===== src/rtl/first_fit_heap_allocator_defines.svh =====
// Assertion macros used by the heap allocator controller.
`ifndef FIRST_FIT_HEAP_ALLOCATOR_DEFINES_SVH
`define FIRST_FIT_HEAP_ALLOCATOR_DEFINES_SVH

// Same-cycle implication, checked at every rising edge outside reset.
`define FFHA_ASSERT_NOW(lbl, ante, cons, msg) \
  lbl: assert property (@(posedge clk_i) disable iff (!rst_ni) (ante) |-> (cons)) \
    else $error(msg);

// Next-cycle implication, checked at every rising edge outside reset.
`define FFHA_ASSERT_NEXT(lbl, ante, cons, msg) \
  lbl: assert property (@(posedge clk_i) disable iff (!rst_ni) (ante) |=> (cons)) \
    else $error(msg);

`endif


===== src/rtl/ffha_pkg.sv =====
// Types, constants and command and status structures of the heap allocator.
package ffha_pkg;

  localparam int unsigned HEAP_QUANTA_COUNT = 8192;
  localparam int unsigned QUANTUM_BYTES     = 64;
  localparam int unsigned QSHIFT            = $clog2(QUANTUM_BYTES);
  localparam int unsigned IDX_W             = $clog2(HEAP_QUANTA_COUNT);
  localparam int unsigned ENT_W             = IDX_W + 2;
  localparam int unsigned PTR_W             = IDX_W + 2;
  localparam int unsigned D_W               = ENT_W + 1;
  localparam int unsigned ADDR_W            = 48;
  localparam int unsigned SIZE_W            = 32;
  localparam int unsigned COPY_W            = 14;
  localparam int unsigned Q_W               = SIZE_W + 1 - QSHIFT;
  localparam int unsigned HEAP_SIZE_BYTES   = HEAP_QUANTA_COUNT * QUANTUM_BYTES;

  typedef enum logic [1:0] {
    K_ALLOC   = 2'd0,
    K_FREE    = 2'd1,
    K_REALLOC = 2'd2,
    K_UNKNOWN = 2'd3
  } kind_e;

  typedef enum logic [1:0] {
    ST_OK      = 2'd0,
    ST_OOM     = 2'd1,
    ST_BAD     = 2'd2,
    ST_CORRUPT = 2'd3
  } status_e;

  typedef enum logic [1:0] {
    R_FIND,
    R_I,
    R_J,
    R_NEXT
  } rsel_e;

  typedef enum logic [2:0] {
    W_CLR,
    W_SPLIT,
    W_USE,
    W_FREE,
    W_ZERO,
    W_MHEAD,
    W_KZERO
  } wsel_e;

  typedef enum logic [1:0] {
    RES_NULL,
    RES_ALLOC,
    RES_ADDR
  } ressel_e;

  typedef enum logic [3:0] {
    S_CLEAR,
    S_IDLE,
    S_DECODE,
    S_A_CHK,
    S_M0,
    S_M1,
    S_A_DEC,
    S_A_W1,
    S_A_W2,
    S_A_W3,
    S_F_D,
    S_F_W,
    S_R_D,
    S_R_CMP,
    S_G_DEC,
    S_FIN
  } state_e;

  typedef struct packed {
    logic    ld_in;
    logic    ld_find;
    logic    ld_q;
    logic    ld_oq;
    logic    ld_out;
    logic    i_zero;
    logic    i_adv;
    logic    i_ridx;
    logic    k_i;
    logic    k_j;
    logic    d_clr;
    logic    d_rd;
    logic    d_acc;
    logic    d_oq;
    logic    d_grow;
    logic    re;
    rsel_e   rsel;
    logic    we;
    wsel_e   wsel;
    logic    clr_step;
    logic    fin;
    status_e st;
    ressel_e res;
    logic    cp;
  } cmd_t;

  typedef struct packed {
    kind_e kind;
    logic  too_big;
    logic  addr_null;
    logic  find_bad;
    logic  clr_last;
    logic  rdv_pos;
    logic  rdv_neg;
    logic  d_pos;
    logic  d_neg;
    logic  d_ge_q;
    logic  d_eq_q;
    logic  i_fits;
    logic  oq_eq_q;
    logic  oq_gt_q;
    logic  grow_ok;
    logic  grow_eq;
    logic  dirty;
  } sts_t;

endpackage


===== src/rtl/ffha_ctrl.sv =====
// Controller state machine that sequences the chunk table walk and updates.
`include "first_fit_heap_allocator_defines.svh"

module ffha_ctrl (
  input  logic          clk_i,
  input  logic          rst_ni,
  input  logic          in_valid_i,
  output logic          in_ready_o,
  output logic          out_valid_o,
  input  logic          out_ready_i,
  input  ffha_pkg::sts_t sts_i,
  output ffha_pkg::cmd_t cmd_o
);

  ffha_pkg::state_e state_q, state_d;
  logic             grow_q, grow_d;
  logic             fb_q, fb_d;
  logic             outv_q, outv_d;

  always_ff @(posedge clk_i or negedge rst_ni) begin
    if (!rst_ni) begin
      state_q <= ffha_pkg::S_CLEAR;
      grow_q  <= 1'b0;
      fb_q    <= 1'b0;
      outv_q  <= 1'b0;
    end else begin
      state_q <= state_d;
      grow_q  <= grow_d;
      fb_q    <= fb_d;
      outv_q  <= outv_d;
    end
  end

  always_comb begin
    state_d    = state_q;
    grow_d     = grow_q;
    fb_d       = fb_q;
    outv_d     = outv_q;
    cmd_o      = '0;
    in_ready_o = 1'b0;
    if (outv_q && out_ready_i) begin
      outv_d = 1'b0;
    end
    case (state_q)
      ffha_pkg::S_CLEAR: begin
        cmd_o.we       = 1'b1;
        cmd_o.wsel     = ffha_pkg::W_CLR;
        cmd_o.clr_step = 1'b1;
        if (sts_i.clr_last) begin
          state_d = ffha_pkg::S_IDLE;
        end
      end
      ffha_pkg::S_IDLE: begin
        in_ready_o = 1'b1;
        if (in_valid_i) begin
          cmd_o.ld_in = 1'b1;
          state_d     = ffha_pkg::S_DECODE;
        end
      end
      ffha_pkg::S_DECODE: begin
        fb_d   = 1'b0;
        grow_d = 1'b0;
        case (sts_i.kind)
          ffha_pkg::K_ALLOC, ffha_pkg::K_REALLOC: begin
            if (sts_i.kind == ffha_pkg::K_ALLOC || sts_i.addr_null) begin
              if (sts_i.too_big) begin
                cmd_o.fin = 1'b1;
                cmd_o.st  = ffha_pkg::ST_OOM;
                state_d   = ffha_pkg::S_FIN;
              end else begin
                cmd_o.ld_q   = 1'b1;
                cmd_o.i_zero = 1'b1;
                state_d      = ffha_pkg::S_A_CHK;
              end
            end else if (sts_i.find_bad) begin
              cmd_o.fin = 1'b1;
              cmd_o.st  = ffha_pkg::ST_BAD;
              state_d   = ffha_pkg::S_FIN;
            end else begin
              cmd_o.ld_find = 1'b1;
              cmd_o.re      = 1'b1;
              cmd_o.rsel    = ffha_pkg::R_FIND;
              state_d       = ffha_pkg::S_R_D;
            end
          end
          ffha_pkg::K_FREE: begin
            if (sts_i.addr_null) begin
              cmd_o.fin = 1'b1;
              cmd_o.st  = ffha_pkg::ST_OK;
              state_d   = ffha_pkg::S_FIN;
            end else if (sts_i.find_bad) begin
              cmd_o.fin = 1'b1;
              cmd_o.st  = ffha_pkg::ST_BAD;
              state_d   = ffha_pkg::S_FIN;
            end else begin
              cmd_o.ld_find = 1'b1;
              cmd_o.re      = 1'b1;
              cmd_o.rsel    = ffha_pkg::R_FIND;
              state_d       = ffha_pkg::S_F_D;
            end
          end
          default: begin
            cmd_o.fin = 1'b1;
            cmd_o.st  = ffha_pkg::ST_BAD;
            state_d   = ffha_pkg::S_FIN;
          end
        endcase
      end
      ffha_pkg::S_A_CHK: begin
        grow_d = 1'b0;
        if (!sts_i.i_fits) begin
          cmd_o.fin = 1'b1;
          cmd_o.st  = ffha_pkg::ST_OOM;
          state_d   = ffha_pkg::S_FIN;
        end else begin
          cmd_o.k_i   = 1'b1;
          cmd_o.d_clr = 1'b1;
          cmd_o.re    = 1'b1;
          cmd_o.rsel  = ffha_pkg::R_I;
          state_d     = ffha_pkg::S_M0;
        end
      end
      ffha_pkg::S_M0: begin
        cmd_o.d_rd = 1'b1;
        if (sts_i.rdv_pos) begin
          cmd_o.re   = 1'b1;
          cmd_o.rsel = ffha_pkg::R_NEXT;
          state_d    = ffha_pkg::S_M1;
        end else begin
          state_d = grow_q ? ffha_pkg::S_G_DEC : ffha_pkg::S_A_DEC;
        end
      end
      ffha_pkg::S_M1: begin
        if (sts_i.rdv_pos) begin
          cmd_o.d_acc = 1'b1;
          cmd_o.we    = 1'b1;
          cmd_o.wsel  = ffha_pkg::W_ZERO;
          cmd_o.re    = 1'b1;
          cmd_o.rsel  = ffha_pkg::R_NEXT;
        end else begin
          if (sts_i.dirty) begin
            cmd_o.we   = 1'b1;
            cmd_o.wsel = ffha_pkg::W_MHEAD;
          end
          state_d = grow_q ? ffha_pkg::S_G_DEC : ffha_pkg::S_A_DEC;
        end
      end
      ffha_pkg::S_A_DEC: begin
        if (sts_i.d_ge_q) begin
          state_d = sts_i.d_eq_q ? ffha_pkg::S_A_W2 : ffha_pkg::S_A_W1;
        end else if (sts_i.d_pos || sts_i.d_neg) begin
          cmd_o.i_adv = 1'b1;
          state_d     = ffha_pkg::S_A_CHK;
        end else begin
          cmd_o.fin = 1'b1;
          cmd_o.st  = ffha_pkg::ST_CORRUPT;
          state_d   = ffha_pkg::S_FIN;
        end
      end
      ffha_pkg::S_A_W1: begin
        cmd_o.we   = 1'b1;
        cmd_o.wsel = ffha_pkg::W_SPLIT;
        state_d    = ffha_pkg::S_A_W2;
      end
      ffha_pkg::S_A_W2: begin
        cmd_o.we   = 1'b1;
        cmd_o.wsel = ffha_pkg::W_USE;
        if (fb_q) begin
          state_d = ffha_pkg::S_A_W3;
        end else begin
          cmd_o.fin = 1'b1;
          cmd_o.st  = ffha_pkg::ST_OK;
          cmd_o.res = ffha_pkg::RES_ALLOC;
          state_d   = ffha_pkg::S_FIN;
        end
      end
      ffha_pkg::S_A_W3: begin
        cmd_o.we   = 1'b1;
        cmd_o.wsel = ffha_pkg::W_FREE;
        cmd_o.fin  = 1'b1;
        cmd_o.st   = ffha_pkg::ST_OK;
        cmd_o.res  = ffha_pkg::RES_ALLOC;
        cmd_o.cp   = 1'b1;
        state_d    = ffha_pkg::S_FIN;
      end
      ffha_pkg::S_F_D: begin
        if (!sts_i.rdv_neg) begin
          cmd_o.fin = 1'b1;
          cmd_o.st  = ffha_pkg::ST_BAD;
          state_d   = ffha_pkg::S_FIN;
        end else begin
          cmd_o.ld_oq = 1'b1;
          state_d     = ffha_pkg::S_F_W;
        end
      end
      ffha_pkg::S_F_W: begin
        cmd_o.we   = 1'b1;
        cmd_o.wsel = ffha_pkg::W_FREE;
        cmd_o.fin  = 1'b1;
        cmd_o.st   = ffha_pkg::ST_OK;
        state_d    = ffha_pkg::S_FIN;
      end
      ffha_pkg::S_R_D: begin
        if (!sts_i.rdv_neg) begin
          cmd_o.fin = 1'b1;
          cmd_o.st  = ffha_pkg::ST_BAD;
          state_d   = ffha_pkg::S_FIN;
        end else begin
          cmd_o.ld_oq = 1'b1;
          cmd_o.ld_q  = 1'b1;
          state_d     = ffha_pkg::S_R_CMP;
        end
      end
      ffha_pkg::S_R_CMP: begin
        if (sts_i.oq_eq_q) begin
          cmd_o.fin = 1'b1;
          cmd_o.st  = ffha_pkg::ST_OK;
          cmd_o.res = ffha_pkg::RES_ADDR;
          state_d   = ffha_pkg::S_FIN;
        end else if (sts_i.oq_gt_q) begin
          cmd_o.i_ridx = 1'b1;
          cmd_o.d_oq   = 1'b1;
          state_d      = ffha_pkg::S_A_W1;
        end else begin
          cmd_o.k_j   = 1'b1;
          cmd_o.d_clr = 1'b1;
          cmd_o.re    = 1'b1;
          cmd_o.rsel  = ffha_pkg::R_J;
          grow_d      = 1'b1;
          state_d     = ffha_pkg::S_M0;
        end
      end
      ffha_pkg::S_G_DEC: begin
        grow_d = 1'b0;
        if (sts_i.grow_ok) begin
          cmd_o.we     = 1'b1;
          cmd_o.wsel   = ffha_pkg::W_KZERO;
          cmd_o.i_ridx = 1'b1;
          cmd_o.d_grow = 1'b1;
          state_d      = sts_i.grow_eq ? ffha_pkg::S_A_W2 : ffha_pkg::S_A_W1;
        end else if (sts_i.too_big) begin
          cmd_o.fin = 1'b1;
          cmd_o.st  = ffha_pkg::ST_OOM;
          state_d   = ffha_pkg::S_FIN;
        end else begin
          cmd_o.i_zero = 1'b1;
          fb_d         = 1'b1;
          state_d      = ffha_pkg::S_A_CHK;
        end
      end
      ffha_pkg::S_FIN: begin
        if (!outv_q || out_ready_i) begin
          cmd_o.ld_out = 1'b1;
          outv_d       = 1'b1;
          state_d      = ffha_pkg::S_IDLE;
        end
      end
      default: begin
        state_d = ffha_pkg::S_IDLE;
      end
    endcase
  end

  assign out_valid_o = outv_q;

  `FFHA_ASSERT_NEXT(a_accept_decodes, in_valid_i && in_ready_o,
    state_q == ffha_pkg::S_DECODE, "accepted request did not reach decode")
  `FFHA_ASSERT_NEXT(a_fin_presents, (state_q == ffha_pkg::S_FIN) && (!outv_q || out_ready_i),
    outv_q, "finished result was not presented")
  `FFHA_ASSERT_NOW(a_no_idle_write, state_q == ffha_pkg::S_IDLE,
    !cmd_o.we, "table written while idle")

endmodule


===== config.mk =====
export PLATFORM = sky130hd
export DESIGN_NAME = ffha_ctrl
export DESIGN_NICKNAME = d
export VERILOG_FILES = /design/src/rtl/ffha_pkg.sv /design/src/rtl/ffha_ctrl.sv
export VERILOG_INCLUDE_DIRS = /design/src /design/src/rtl
export SDC_FILE = /design/constraint.sdc
export NUM_CORES = 1
export LEC_CHECK = 0
export BUFFER_PORTS_ARGS = -buffer_cell sky130_fd_sc_hd__buf_2
export CORE_MARGIN = 8
export CORE_UTILIZATION = 35
export CTS_CLUSTER_DIAMETER = 50
export CTS_CLUSTER_SIZE = 25
export DETAILED_ROUTE_END_ITERATION = 7
export SLEW_MARGIN = 15
export SYNTH_ARGS = -nofsm -noshare
export SYNTH_HDL_FRONTEND = slang
export SYNTH_SLANG_ARGS = --single-unit

===== constraint.sdc =====
create_clock -name clk_i -period 1.7 [get_ports clk_i]
set_clock_uncertainty 0.05 [all_clocks]
set_input_delay 0.255 -clock clk_i [delete_from_list [all_inputs] [get_ports clk_i]]
set_output_delay 0.255 -clock clk_i [all_outputs]
set_load 0.01 [all_outputs]

Yosys cells after proc, flatten, opt, wreduce, memory -nomap -nowiden
Index checks and enable logic that the tools add are counted.

Reduce and logical (&&, ||, !) cells: 17. Bitwise logic cells: 0. Shifts and indexed selects: 0. Muxes and demuxes: 99. Divide/modulo/power cells: 0. Eq/ne operators: 25. Multiply operators: 0. $lt $le $gt $ge: 0. Add/sub/neg operators: 0.

Operators with widths (count): 4-bit two-way mux (19); 4-bit case mux with 15 select lines (1); 3-bit two-way mux (19); 1-bit two-way mux (37); 4-bit equality test (second input constant) (8); 3-bit case mux with 8 select lines (1); 4-bit case mux with 6 select lines (1); 4-bit by 3-bit equality test with 1-bit output (second input constant) (4); 2-bit inequality test (second input constant) (8); 1-bit case mux with 2 select lines (8); 2-bit two-way mux (6); 3-bit case mux with 2 select lines (2); 3-bit case mux with 4 select lines (1); 5-bit two-way mux (2); 4-bit by 2-bit equality test with 1-bit output (second input constant) (2); 4-bit case mux with 2 select lines (1); 2-bit OR reduction (4); 2-bit case mux with 3 select lines (1); 3-bit AND reduction (2); 4-bit by 1-bit equality test with 1-bit output (second input constant) (1); 4-bit zero test (1); 4-bit AND reduction (1); 2-bit nonzero test (2); 1-bit logical OR (3); 6 further kinds (6).

Word-level logic and storage cells: 145. Bits in registers: 7. Input port bits: 22. Memories: 0. RAM bits: 0. Memory bits (read-only): 0. Output and inout bits: 31. Latch bits: 0.

Longest topological paths before layout
Word-level depth: 5. Depth in mapped cells: 6. Depth with buffers taken out: 4.

Worst setup path after synthesis
Ideal clock, no wire load.

Path type: register to output. Start: register state_q[2]. End: output port cmd_o[3] (netlist name). Stages on the path, launching flop included: 7. Data required time: 1.395 ns. Buffers on the path: 2. Data arrival time: 1.405 ns. Setup slack: -0.010 ns. Cell sequence: dfrtp_1 -> buf_6 -> or2_4 -> buf_6 -> o32ai_1 -> a21oi_1 -> o32ai_1.

RTL lines: from (decl) (line ffha_ctrl.sv:15) `ffha_pkg::state_e state_q, state_d;`; from (signal assigned) (line ffha_ctrl.sv:22) `state_q <= ffha_pkg::S_CLEAR;`; from (signal assigned) (line ffha_ctrl.sv:27) `state_q <= state_d;`; to (decl) (line ffha_ctrl.sv:12) `output ffha_pkg::cmd_t cmd_o`.

==> run_results.csv <==
group,metric,value,unit
power_and_ir_drop,sequentialPowerShare,0.093,
power_and_ir_drop,pwr-share-clk,0.046,
detailed_routing,drt_first_iter_violations,173,
detailed_routing,detailroute.via_count,1744,
status,failed_checks,"negative setup slack",
sta,final_critical_path_setup_slack,-0.320,ns
sta,setup_total_negative_slack,-5.24,ns
detailed_routing,antenna_left,0,
detailed_routing,firstDrtPassIters,4,
yosys,dominantRegCellSynth,"sky130_fd_sc_hd__dfrtp_1",
cells_and_area,antenna_cells,0,
yosys,postSynth.asyncResetShare,1.00,
clock_network,cts-buffers-inserted,3,
yosys,netlist_top_cells_count,"sky130_fd_sc_hd__nor2_1 (19), sky130_fd_sc_hd__nand2_1 (17), sky130_fd_sc_hd__o21ai_0 (11)",
cells_and_area,register_area,180,um^2
die,core.rowCount,21,
cells_and_area,drive_above_1_share,0.567,
cells_and_area,postLayoutCoreUtil,0.642,
cells_and_area,final-instance-count-excl-fill,314,
power_and_ir_drop,share_comb_of_total_power,0.861,
cells_and_area,area_growth_syn_to_layout,78.7,%
clock_network,clkSlewWorstSetupHoldPaths,0.06,ns
power_and_ir_drop,power,0.00383,W
power_and_ir_drop,vdd_ir_drop_max,0.678,mV
detailed_routing,routed_wl,5250,um
yosys,synth_edf_count,0,
sta,finalSetupViolCount,33,
yosys,synth.top_cells.by_area,"sky130_fd_sc_hd__dfrtp_1 (15%), sky130_fd_sc_hd__nor2_1 (6.0%), sky130_fd_sc_hd__nand2_1 (5.4%), sky130_fd_sc_hd__buf_6 (4.7%), sky130_fd_sc_hd__o21ai_0 (4.6%)",
clock_network,cts_tree,"done",
sta,post-route-period-util,1.19,
detailed_routing,wire_length_per_cell_after_detailed_routing,16.7,um
global_route,pin_count_of_the_biggest_net_entering_global_routing,16,
status,status,"finished, violations left",
detailed_routing,remaining_drc_errors,0,
yosys,synth.cell_area,0.00119,mm^2
yosys,synth_fp_nets,195,
die,dieArea,0.00552,mm^2
die,floorplan.die.width,74.3,um
die,fp.dieH,74.3,um
power_and_ir_drop,power.share.switching,0.471,
clock_network,cts_htree_levels,1,
critical_path,timing.critical_path.slowest_cell_delay,0.42,ns
critical_path,critical_path.startpoint,"state_q[3]$_DFFE_PN0P_",
hold_path,timing.hold.worst.class,"in2reg",
place,routabilityCongestion,0.901,
critical_path,timing.rr.end,"state_q[2]$_DFFE_PN0P_",
cells_and_area,multi_input_gate_area,0.00106,mm^2
die,boundaryPins,53,
yosys,synth_area_leader_cell,"sky130_fd_sc_hd__dfrtp_1",
global_route,first_pass_grt_wire_length,7960,um
sta,rsz0062_at_grt,"yes",
global_route,via_count_of_the_first_global_routing_pass,1681,
yosys,postSynthAreaPerCell,6.88,um^2
die,initial_core_util,0.359,
yosys,yosys.cell_types.count,53,
global_route,globalRouteTotalUtil,0.185,
critical_path,cp_data_required_time,1.39,ns
clock_network,latest_clock_arrival_within_the_worst_skew_pair,0.28,ns
sta,relSlewSlack,0.724,
die,core_region_area,0.00331,mm^2
detailed_routing,avgViaCountPerCell,5.55,
critical_path,rr_startpoint,"state_q[3]$_DFFE_PN0P_",
sta,hold_viol,0,
critical_path,critical_path_class,"reg2out",
sta,maxSlewViolCount,0,
critical_path,critPathCaptureType,"output pin",
critical_path,worstPathCellList,"buf_12 -> or2_4 -> o32ai_4 -> a21oi_2 -> o32ai_2 -> buf_2",
power_and_ir_drop,total_switching_power,0.00180,W
power_and_ir_drop,power_density,1800,mW/mm^2
cells_and_area,final.fill_count,311,
sta,finalWorstPathRequiredPeriod,2.02,ns
critical_path,rrSetupSlack,-0.09,ns
sta,worst_pin_slew,0.413,ns
job,number_of_maximum_capacitance_violations,0,
place,pre_cts_ws,-0.0616,ns
clock_network,tritoncts_num_sinks,7,
place,dpl.hpwl,3660,um
sta,fmax,495,MHz
cells_and_area,fin_nets,291,
yosys,cell_with_the_most_instances_after_synthesis,"sky130_fd_sc_hd__nor2_1",
critical_path,timing.critical_path.fanout_max,9,
clock_network,clock_tree.buffer_depth,2,
clock_network,clock-root-buffer,"sky130_fd_sc_hd__clkbuf_4",
power_and_ir_drop,internal_power,0.00202,W
yosys,share_of_synthesized_area_occupied_by_flip_flops_and_latches,0.147,
yosys,synth.yosys.warnings,0,
power_and_ir_drop,leakagePower,0.993,nW
critical_path,critPathCapture,"cmd_o[3]",
yosys,postSynthCellCount,173,
yosys,synth-seq-cells,7,
place,number_of_placed_instances_taps_included,295,
critical_path,worstRegToRegCells,6,
global_route,overflow,0,
global_route,number_of_antenna_violations_at_the_first_check_in_global_routing,0,
critical_path,timing.critical_path.arrival,1.71,ns
place,portBuffers,52,
critical_path,timing.critical_path.slowest_stage_cell,"sky130_fd_sc_hd__dfrtp_2",
critical_path,critPathLaunchType,"flop",
yosys,yosys.area.top_type_share,0.147,
## cells in the final DEF (no fill, tap or decap), drive strengths merged, types with 3 or more instances in the layout
cell type,synthesis,final
a22oi,3,3
o32ai,4,4
nor3,7,7
nor4,3,3
and3,3,3
nor2,19,19
nand2b,6,6
nand3,4,4
o21ai,12,12
nand2,17,17
dfrtp,7,7
buf,12,104
clkbuf,2,4
inv,10,10
or2,3,3
nand4,3,3
nor2b,8,8
and2,5,5
a21oi,7,7
nor3b,3,3
a31oi,3,3
## worst min-delay path by stage
stage | end | depth (start not counted) | from
final | out_valid_o$_DFF_PN0_ | 3 | out_ready_i
after global routing | state_q[0]$_DFFE_PN0P_ | 3 | sts_i[12]
after CTS | state_q[0]$_DFFE_PN0P_ | 3 | sts_i[12]
after detailed placement | out_valid_o$_DFF_PN0_ | 1 | rst_ni
after floorplan | fb_q$_DFFE_PN0P_ | 0 | rst_ni
after global placement | out_valid_o$_DFF_PN0_ | 1 | rst_ni
## critical path: cells and delay by family (launching register included)
family	cells	cell delay [ns]
AND/OR/NAND/NOR	1	0.26
AO/OA/AOI/OAI	3	0.44
flip-flops	1	0.42
buffers and inverters	2	0.31
## per-stage QoR
step / hold slack (ns) / cell area, um^2
final: 0.230 / 2130
after global routing: 0.264 / 2130
after CTS: 0.230 / 1910
after detailed placement: 0.0576 / 1700
after global placement: 0.0550 / 1700
after floorplan: -0.0906 / 1200
## power by group through the flow
stage | Sequential (W) | Clock, W | Combinational, W
finish | 0.000355 | 0.000176 | 0.00330
global route | 0.000366 | 0.000183 | 0.00354
CTS | 0.000336 | 0.000169 | 0.00278
detailed placement | 0.000350 | 0 | 0.00238
global placement | 0.000346 | 0 | 0.00239
floorplan | 0.000294 | 0 | 0.00150
## logic make-up (layout without fill, tap and decap cells)
group,Yosys count,in the layout,synth area share
and+or+nand+nor,86,86,0.384
AOI/OAI and AO/OA,53,53,0.327
buffers and inverters,24,119,0.119
DFF,7,7,0.147
xor gates and xnor gates,2,2,0.0147
adders and majority gates,1,1,0.00841
## timing repair
action                                  CTS  global route
endpoints found under the hold margin     7             0
pin swaps                                 7            10
resized for setup                        32            40
endpoints found under the setup margin   32            35
hold buffers                              1             0
gates cloned                              0             0
setup buffers                             7             8
## sequential cells by signal, indices dropped and copies added (netlist names)
signal / flops
grow_q: 1
state_q: 4
fb_q: 1
out_valid_o: 1
## area by class of cell
| class | instances | area share |
|---|---|---|
| Multi-Input combinational cell | 142 | 0.497 |
| Timing Repair Buffer | 105 | 0.358 |
| Sequential cell | 7 | 0.0848 |
| Tap cell | 46 | 0.0271 |
| Inverter | 10 | 0.0200 |
| Clock buffer | 4 | 0.0124 |
## metal layers
metal | routed length, um | GRT usage
met3 | 277 | 0.0189
met4 | 111 | 0.0717
met5 | 0 | 0
met2 | 2590 | 0.320
met1 | 2270 | 0.228
No activity file was read; power rests on OpenSTA's default activity.
